[config.mk]
export PLATFORM = sky130hd
export DESIGN_NAME = frcd_ctrl
export DESIGN_NICKNAME = d
export VERILOG_FILES = /design/src/rtl/core/frcd_pkg.sv /design/src/rtl/core/frcd_ctrl.sv
export SDC_FILE = /design/constraint.sdc
export NUM_CORES = 1
export LEC_CHECK = 0
export BUFFER_PORTS_ARGS = -buffer_cell sky130_fd_sc_hd__buf_2
export CORE_AREA = 2 2 39 41
export DETAILED_ROUTE_END_ITERATION = 8
export DIE_AREA = 0 0 41 43
export GPL_TIMING_DRIVEN = 0
export MAX_ROUTING_LAYER = met4
export PLACE_DENSITY = 0.33
export SYNTH_ARGS = -nofsm -noshare
export SYNTH_HDL_FRONTEND = slang
export SYNTH_SLANG_ARGS = --single-unit
[constraint.sdc]
create_clock -name clk_i -period 1.5 [get_ports clk_i]
set_input_delay 0.45 -clock clk_i [delete_from_list [all_inputs] [get_ports clk_i]]
set_output_delay 0.45 -clock clk_i [all_outputs]
set_load 0.005 [all_outputs]
[src/rtl/core/frcd_pkg.sv]
// Package for the float recency cache decoder.
// Types, constants and helpers shared by the controller, datapath and top level.
// Depends on nothing.
package frcd_pkg;

  // field widths of the request and result
  localparam int IDX_W   = 12;
  localparam int VAL_W   = 32;
  localparam int KIND_W  = 2;
  localparam int CFG_W   = 4;

  // ring geometry and register limits
  localparam int MAX_CACHE_BITS_DEF = 12;
  localparam int MIN_CACHE_BITS     = 2;
  localparam int CACHE_BITS_RESET   = 8;

  // one parsed float token
  typedef struct packed {
    logic [IDX_W-1:0] cache_index;
    logic [IDX_W-1:0] base_index;
    logic [VAL_W-1:0] delta_code;
    logic [VAL_W-1:0] raw_image;
  } frcd_req_t;

  // one decoded value
  typedef struct packed {
    logic [VAL_W-1:0]  value_bits;
    logic [KIND_W-1:0] case_kind;
  } frcd_res_t;

  // how a token was decoded
  typedef enum logic [KIND_W-1:0] {
    KIND_HIT   = 2'd0,
    KIND_DELTA = 2'd1,
    KIND_RAW   = 2'd2
  } frcd_kind_e;

  // controller states
  typedef enum logic [1:0] {
    ST_CLEAR,
    ST_IDLE,
    ST_EXEC,
    ST_SWAP
  } frcd_state_e;

  // controller to datapath
  typedef struct packed {
    logic clear_wr;
    logic load;
    logic exec;
    logic swap_wr;
  } frcd_cmd_t;

  // datapath to controller
  typedef struct packed {
    logic clear_last;
    logic swap;
  } frcd_sts_t;

  // zigzag decode with a logical shift
  function automatic logic [VAL_W-1:0] zigzag_dec(input logic [VAL_W-1:0] d);
    return (d >> 1) ^ {VAL_W{d[0]}};
  endfunction

endpackage

[src/rtl/core/frcd_ctrl.sv]
// Controller of the float recency cache decoder: clearing pass, request
// acceptance and the execute and swap steps. Depends on frcd_pkg.
module frcd_ctrl
  import frcd_pkg::*;
(
  input  logic      clk_i,
  input  logic      rst_ni,
  input  logic      start_i,
  input  frcd_sts_t sts_i,
  output frcd_cmd_t cmd_o,
  output logic      busy_o
);

  frcd_state_e state_q, state_d;

  // state register
  always_ff @(posedge clk_i or negedge rst_ni) begin
    if (!rst_ni) begin
      state_q <= ST_CLEAR;
    end else begin
      state_q <= state_d;
    end
  end

  // next state
  always_comb begin
    state_d = state_q;
    unique case (state_q)
      ST_CLEAR: begin
        if (sts_i.clear_last) state_d = ST_IDLE;
      end
      ST_IDLE: begin
        if (start_i) state_d = ST_EXEC;
      end
      ST_EXEC: begin
        state_d = sts_i.swap ? ST_SWAP : ST_IDLE;
      end
      ST_SWAP: begin
        state_d = ST_IDLE;
      end
      default: state_d = ST_CLEAR;
    endcase
  end

  // commands
  always_comb begin
    cmd_o          = '0;
    busy_o         = 1'b1;
    unique case (state_q)
      ST_CLEAR: cmd_o.clear_wr = 1'b1;
      ST_IDLE: begin
        busy_o     = 1'b0;
        cmd_o.load = start_i;
      end
      ST_EXEC:  cmd_o.exec = 1'b1;
      ST_SWAP:  cmd_o.swap_wr = 1'b1;
      default:  busy_o = 1'b1;
    endcase
  end

endmodule

==> results of run 1 <==
[cells in the final DEF (no fill, tap or decap)]
cell type,netlist,layout
buf_2,0,9
buf_4,0,4
inv_2,0,3
clkbuf_4,0,3
o21ai_0,2,2
ha_2,0,2
inv_1,4,1
nor2_1,1,1
a21o_1,1,1
nand2_1,1,1
nor2b_4,1,1
a21oi_2,1,1
mux2i_1,1,1
ha_4,0,1
ha_1,4,1
dlygate4sd3_1,0,1
dfrtp_2,0,1
dfrtp_1,2,1
[routing by layer]
metal	global-route usage, %	share of wire (%)	vias to the layer above	wire length (um)
li1	-	-	90	-
met1	7.10	45	77	204
met2	8.44	40	12	181
met3	3.14	11	2	50
met4	10.0	3.3	0	15
met5	-	0	-	0
[per-stage QoR]
step | cell area [um^2] | std cells | setup TNS (ps) | util [%] | hold WS (ps)
final | 319 | 51 | -1.08 | 23.1 | 541
after global routing | 319 | 51 | -213 | 23.1 | 525
after CTS | 309 | 50 | -20.2 | 22.3 | 523
after detailed placement | 238 | 43 | 0 | 17.2 | 236
after global placement | 238 | 43 | 0 | 17.2 | 234
after floorplan | 173 | 18 | 0 | - | 154
[cell type report]
class | count | area share, %
Tap cell | 16 | 6.27
Sequential cell | 2 | 16.1
Multi-Input combinational cell | 12 | 39.2
Timing Repair Buffer | 14 | 26.7
Clock buffer | 3 | 7.06
Inverter | 4 | 4.71
[cell families after synthesis]
logic type | synth area share, %
AO/OA/AOI/OAI | 15.2
adder cells (fa/ha/maj) | 29.0
buffers and inverters | 8.69
flip-flops | 29.0
multiplexers | 5.80
AND/OR/NAND/NOR | 12.3
[critical path, cell delays in order, from the launching register on]
cell     delay [ps]
dfrtp_1         390
inv_2           100
ha_4            130
inv_2            30
nor2_1           60
buf_2           110
[timing repair]
| action | in CTS | in global routing |
|---|---|---|
| resized for setup | 7 | 1 |
| setup buffers | 3 | 1 |
| pin swaps | 2 | 1 |
| endpoints found under the hold margin | 2 | 0 |
| setup endpoints to repair | 2 | 5 |
| hold buffers | 1 | 0 |
[power breakdown]
group	internal (mW)	switching, mW
clock network	0.0884	0.0326
registers	0.0827	0.0331
logic	0.201	0.157
total	0.372	0.223
[how the worst max path moves through the flow]
stage | slack [ps] | start | cells past startpoint | endpoint
CTS | -10 | state_q[1]$_DFFE_PN0P_ | 5 | cmd_o[2]
floorplan | 190 | state_q[1]$_DFFE_PN0P_ | 4 | cmd_o[2]
finish | -1 | state_q[1]$_DFFE_PN0P_ | 5 | cmd_o[2]
global placement | 70 | state_q[1]$_DFFE_PN0P_ | 5 | cmd_o[2]
detailed placement | 60 | state_q[1]$_DFFE_PN0P_ | 5 | cmd_o[2]
global route | -70 | state_q[1]$_DFFE_PN0P_ | 5 | cmd_o[2]
==> reports/summary.txt, run 1 <==
GLOBAL ROUTING
--------------------------------------------------------------------------------------------------
Antenna violations before repair                                                                 0
Number of global-route vias before repair                                                      188
Total routing resource utilization after global routing                                      7.21%
Wire length of the first global-routing pass                                                690 um
Total congestion overflow                                                                        0
Pin count of the biggest net entering global routing                                             5

CTS
--------------------------------------------------------------------------------------------------
Clock buffer count from CTS                                                                      3
CTS tree                                                                                     built
Clock network latency to the later pin of the worst-skew pair                               220 ps
Clock transition time at the flip-flop clock pins of the worst setup and hold paths          30 ps
# clock sinks                                                                                    2
Clock root buffer                                                                         clkbuf_4
Clock H-tree levels                                                                              1
Maximum clock path buffer count                                                                  2

DETAILED ROUTING
--------------------------------------------------------------------------------------------------
Number of iterations in the first detailed-routing pass                                          1
Detail-routed via count per cell                                                              3.55
Total length of routed wires                                                                452 um
Wire length per cell                                                                       8.86 um
Number of nets still failing antenna checks after routing                                        0
Iteration-0 DRC Markers                                                                          0
Via count                                                                                      181
# DRC                                                                                            0

SETUP PATH
--------------------------------------------------------------------------------------------------
Critical path capture point type                                                      primary output
Critical path peak fanout                                                                        3
Required time at the worst-slack endpoint                                                  1050 ps
Depth of the most critical reg-to-reg path                                                       5
Startpoint class of the critical path                                                     register
Critical path class                                                                   register to primary output
Setup slack of the most critical reg-to-reg path                                            300 ps
Launching point of the worst reg2reg path                                             state_q[0]$_DFFE_PN0P_
Endpoint arrival time on the critical path                                                 1050 ps
Worst reg2reg path endpoint                                                           state_q[1]$_DFFE_PN0P_

SYNTH
--------------------------------------------------------------------------------------------------
Number of distinct library cells after synthesis                                                10
Largest area contributor in the synthesized netlist                                        dfrtp_1
Warning count from the yosys run                                                                 0
Share of synthesized flip-flops with an asynchronous set or reset                             100%
FF+latch count, synth                                                                            2
Post-Syn Area per Cell                                                                   9.59 um^2
Area of the mapped netlist                                                                173 um^2
Number of flops mapped to enable cells by yosys                                                  0
Portion of the post-synthesis area used by sequential elements                               29.0%
Most common flop cell mapped by yosys                                                      dfrtp_1
Synth Net Count                                                                                 27
Synthesized netlist cell count                                                                  18
Cell types with the largest area share after synthesis                                dfrtp_1, ha_1, inv_1
Area share of the largest cell type after synthesis                                          29.0%
Leading post-synthesis cells by instance count                                        ha_1, inv_1, dfrtp_1, o21ai_0

PWR
--------------------------------------------------------------------------------------------------
Total power of the final layout                                                             595 uW
Leak                                                                                      0.173 nW
Maximum VDD drop                                                                        0.000576 V
Pwr per Cell Area                                                                     1870 nW/um^2

CELLS AND AREA
--------------------------------------------------------------------------------------------------
Multi-input gate area in the final layout                                                 125 um^2
Number of filler instances in the final layout                                                 156
# diodes                                                                                         0
Number of flip-flops in the largest register                                                     2
Growth of design area from synthesis to finish                                               84.8%
Fraction of final layout cells sized beyond drive strength 1                                 71.4%
NumNets Final                                                                                   46
Largest registers                                                                       state_q x2
Largest reg by FF count                                                                    state_q
Sequential standard cell area                                                            51.3 um^2

PLACEMENT
--------------------------------------------------------------------------------------------------
Worst setup slack before clock tree synthesis                                              56.5 ps
RD Place Congestion                                                                          0.531
Number of I/O port buffers                                                                       9

DIE
--------------------------------------------------------------------------------------------------
Die X                                                                                        41 um
Floorplan die area                                                                       1760 um^2
Vertical die dimension                                                                       43 um
Number of placement rows                                                                        14
Area of the core                                                                         1380 um^2
Initial core utilization                                                                     12.5%
Number of top-level pins                                                                        10

STA
--------------------------------------------------------------------------------------------------
Max_slew headroom                                                                            89.1%
Min Tclk post-route                                                                        1500 ps
Final Hold Vio Count                                                                             0
Setup clock skew after layout                                                             0.173 ps
Post-route setup slack                                                                    -1.08 ps
Final Slew Violations                                                                            0
Final clock period utilization by the worst path                                              100%
Number of failing setup endpoints in the final timing report                                     1
Max Clock Freq                                                                             666 MHz
RSZ-0062 raised after global routing                                                           yes
Slew at the pin closest to its max-slew limit                                               160 ps

STATUS
--------------------------------------------------------------------------------------------------
Violations in the final reports                                                       setup timing
Run status                                                                            finished with violations

RUN
--------------------------------------------------------------------------------------------------
# Max-Cap Violations                                                                             0

WORST HOLD PATH
--------------------------------------------------------------------------------------------------
Class of the most critical hold timing path                                           input pin to async pin

(Power assumes the default switching activity.)
==> run 2, diff against run 1 <==
==> constraint.sdc (replaced) <==
create_clock -name clk_i -period 1.5 [get_ports clk_i]
set_input_delay 0.15 -clock clk_i [delete_from_list [all_inputs] [get_ports clk_i]]
set_output_delay 0.15 -clock clk_i [all_outputs]
set_load 0.005 [all_outputs]
==> run 2 against run 1 <==
Against the previous run: the run now ends clean; maximum frequency grew 8.7%; utilization shrank 3.5 points; global-route usage shrank 0.93 points; highest routed layer unchanged; combinational power shrank 30%; first-iteration DRC count grew 4; cell area shrank 15%; non-clock buffer count shrank 4; clock-buffer cell count is the same; largest cell class unchanged; worst hold slack lost 300 ps; routed wire length shrank 14%; sequential power shrank 9%.
==> reports/summary.txt, run 2 (same netlist as run 1, synthesis figures left out) <==
DIE
--------------------------------------------------------------------------------------------------
Number of placement rows                                                                        14   unchanged
Area of the core                                                                         1380 um^2   unchanged
Number of top-level pins                                                                        10   unchanged
Initial core utilization                                                                     12.5%   unchanged
Floorplan die area                                                                       1760 um^2   unchanged
Vertical die dimension                                                                       43 um   unchanged
Die X                                                                                        41 um   unchanged

CELLS AND AREA
--------------------------------------------------------------------------------------------------
# diodes                                                                                         0   unchanged
Post-route insts no fill                                                                        47   -7.8%
Final instance area                                                                       270 um^2   -15%
Growth of design area from synthesis to finish                                               56.5%
Fraction of final layout cells sized beyond drive strength 1                                 45.2%   -26 points
NumNets Final                                                                                   42   -8.7%
Most common library cell in the layout ignoring fill and taps                                buf_2
Highest-count cells in the layout ignoring fill and taps                              buf_2, inv_1, ha_1, clkbuf_4
Largest registers                                                                       state_q x2
Number of flip-flops in the largest register                                                     2   unchanged
Largest reg by FF count                                                                    state_q
Utilization after layout                                                                     19.5%   -3.5 points

PWR
--------------------------------------------------------------------------------------------------
Internal                                                                                    296 uW   -20%
Total power of the final layout                                                             480 uW   -19%
Sequential fraction of design power                                                          22.1%   +2.7 points
Net Sw Frac                                                                                  38.3%   +0.90 points
Clock share of power                                                                         25.2%   +4.9 points
Maximum VDD drop                                                                        0.000515 V   -11%
Net Sw Power                                                                                184 uW   -17%
Comb power frac                                                                              52.7%   -7.5 points
Pwr per Cell Area                                                                     1780 nW/um^2   -4.7%
Leak                                                                                      0.160 nW   -7.2%

DETAILED ROUTING
--------------------------------------------------------------------------------------------------
Total length of routed wires                                                                387 um   -14%
Via count                                                                                      163   -9.9%
Number of nets still failing antenna checks after routing                                        0   unchanged
Wire length per cell                                                                       8.23 um   -7.1%
Routed met2 length                                                                          131 um   -28%
Wire length on met3                                                                          56 um   +12%
# DRC                                                                                            0   unchanged
Iteration-0 DRC Markers                                                                          4   +4
Number of iterations in the first detailed-routing pass                                          2   +1
DR top layer                                                                                  met4
Detail-routed via count per cell                                                              3.47   -2.3%
Total routed wire length on the met1 layer                                                  183 um   -10%

STA
--------------------------------------------------------------------------------------------------
Final Hold Vio Count                                                                             0   unchanged
Number of failing setup endpoints in the final timing report                                     0   -1
Final-layout setup total negative slack                                                       0 ps   +1.08 ps
RSZ-0062 raised after global routing                                                            no
Slew at the pin closest to its max-slew limit                                               160 ps   +0.171 ps
Final clock period utilization by the worst path                                             92.0%   -8.1 points
Final Slew Violations                                                                            0   unchanged
Post-route setup slack                                                                      120 ps   +121 ps
Post-route worst hold slack                                                                 241 ps   -300 ps
Setup clock skew after layout                                                             0.218 ps   +0.0447 ps
Max_slew headroom                                                                            89.0%   about the same
Max Clock Freq                                                                             724 MHz   +8.7%
Min Tclk post-route                                                                        1380 ps   -121 ps

SETUP PATH
--------------------------------------------------------------------------------------------------
Critical path origin                                                                  state_q[1]$_DFFE_PN0P_
Depth of the most critical reg-to-reg path                                                       5   unchanged
Critical path capture point type                                                      primary output
Critical path class                                                                   register to primary output
Critical path peak fanout                                                                        4   +1
Startpoint class of the critical path                                                     register
Most common cell type on the critical path                                                   inv_1
Worst reg2reg path endpoint                                                           state_q[1]$_DFFE_PN0P_
CP cell instances                                                                     inv_1 > ha_1 > inv_1 > nor2_1 > buf_2
Required time at the worst-slack endpoint                                                  1350 ps   +300 ps
Setup slack of the most critical reg-to-reg path                                            270 ps   -30 ps
Launching point of the worst reg2reg path                                             state_q[0]$_DFFE_PN0P_
Slowest stage cell, crit path                                                              dfrtp_1
Critical path capture point                                                               cmd_o[2]
Endpoint arrival time on the critical path                                                 1230 ps   +180 ps
Critical Path Max Stage Delay                                                               400 ps   about the same

PLACEMENT
--------------------------------------------------------------------------------------------------
Number of I/O port buffers                                                                       9   unchanged
Cell count after placement                                                                      43   unchanged
RD Place Congestion                                                                          0.531   unchanged
Worst setup slack before clock tree synthesis                                               269 ps   +213 ps
Placement-stage cell area                                                                 238 um^2   unchanged

WORST HOLD PATH
--------------------------------------------------------------------------------------------------
Class of the most critical hold timing path                                           input pin to async pin

CTS
--------------------------------------------------------------------------------------------------
Post-CTS sizing                                                                                  0   -7
CTS tree                                                                                     built
# Post-CTS Setup Buffers                                                                         0   -3
# clock sinks                                                                                    2   unchanged
Clock root buffer                                                                         clkbuf_4
Clock buffer count from CTS                                                                      3   unchanged
Clock H-tree levels                                                                              1   unchanged
Maximum clock path buffer count                                                                  2   unchanged
Clock network latency to the later pin of the worst-skew pair                               220 ps   about the same
Clock transition time at the flip-flop clock pins of the worst setup and hold paths          30 ps   about the same

GLOBAL ROUTING
--------------------------------------------------------------------------------------------------
Total congestion overflow                                                                        0   unchanged
Antenna violations before repair                                                                 0   unchanged
Total routing resource utilization after global routing                                      6.28%   -0.93 points
Number of global-route vias before repair                                                      149   -21%
Wire length of the first global-routing pass                                                565 um   -18%
Pin count of the biggest net entering global routing                                             5   unchanged

RUN
--------------------------------------------------------------------------------------------------
# Max-Cap Violations                                                                             0   unchanged

STATUS
--------------------------------------------------------------------------------------------------
Run status                                                                            finished clean

## run 2: power groups by stage
stage          sequential [mW]  clock, mW  combinational (mW)
2_1_floorplan           0.0979          0               0.173
3_3_place_gp             0.105          0               0.254
3_5_place_dp             0.106          0               0.256
4_1_cts                  0.105      0.130               0.260
5_1_grt                  0.111      0.143               0.296
6_report                 0.106      0.121               0.253
## run 2: final cells by class
| cell class | count | area (um^2) |
|---|---|---|
| well taps | 16 | 20.0 |
| multi-input cells | 12 | 108 |
| repair buffers | 10 | 55.1 |
| fillers | 157 | 1110 |
| flip-flops and latches | 2 | 50.0 |
| clock buffers | 3 | 22.5 |
| inverters | 4 | 15.0 |
## run 2: repair_timing
| item | CTS | global route |
|---|---|---|
| endpoints found under the setup margin | 0 | 0 |
| hold buffers | 1 | 0 |
| hold endpoints to repair | 2 | 0 |
## run 2: worst max-delay path, delay by kind of cell, from the launching register on
kind                       cells  cell delay (ps)
adders and majority gates      1              230
buffers and inverters          3              290
DFF                            1              400
and+or+nand+nor                1               90
## run 2: how the worst min path moves through the flow
stage	to	slack (ps)	depth (start not counted)
after global placement	state_q[1]$_DFFE_PN0P_	-70	1
after detailed placement	state_q[0]$_DFFE_PN0P_	-60	1
after CTS	state_q[1]$_DFFE_PN0P_	220	2
after global routing	state_q[0]$_DFFE_PN0P_	230	2
final	state_q[1]$_DFFE_PN0P_	240	2
after floorplan	state_q[0]$_DFFE_PN0P_	-150	0
## run 2: per-layer routing
metal | vias to the layer above | track usage, %
li1 | 82 | -
met1 | 67 | 7.10
met2 | 12 | 5.63
met3 | 2 | 3.14
met4 | 0 | 10.0
met5 | - | -
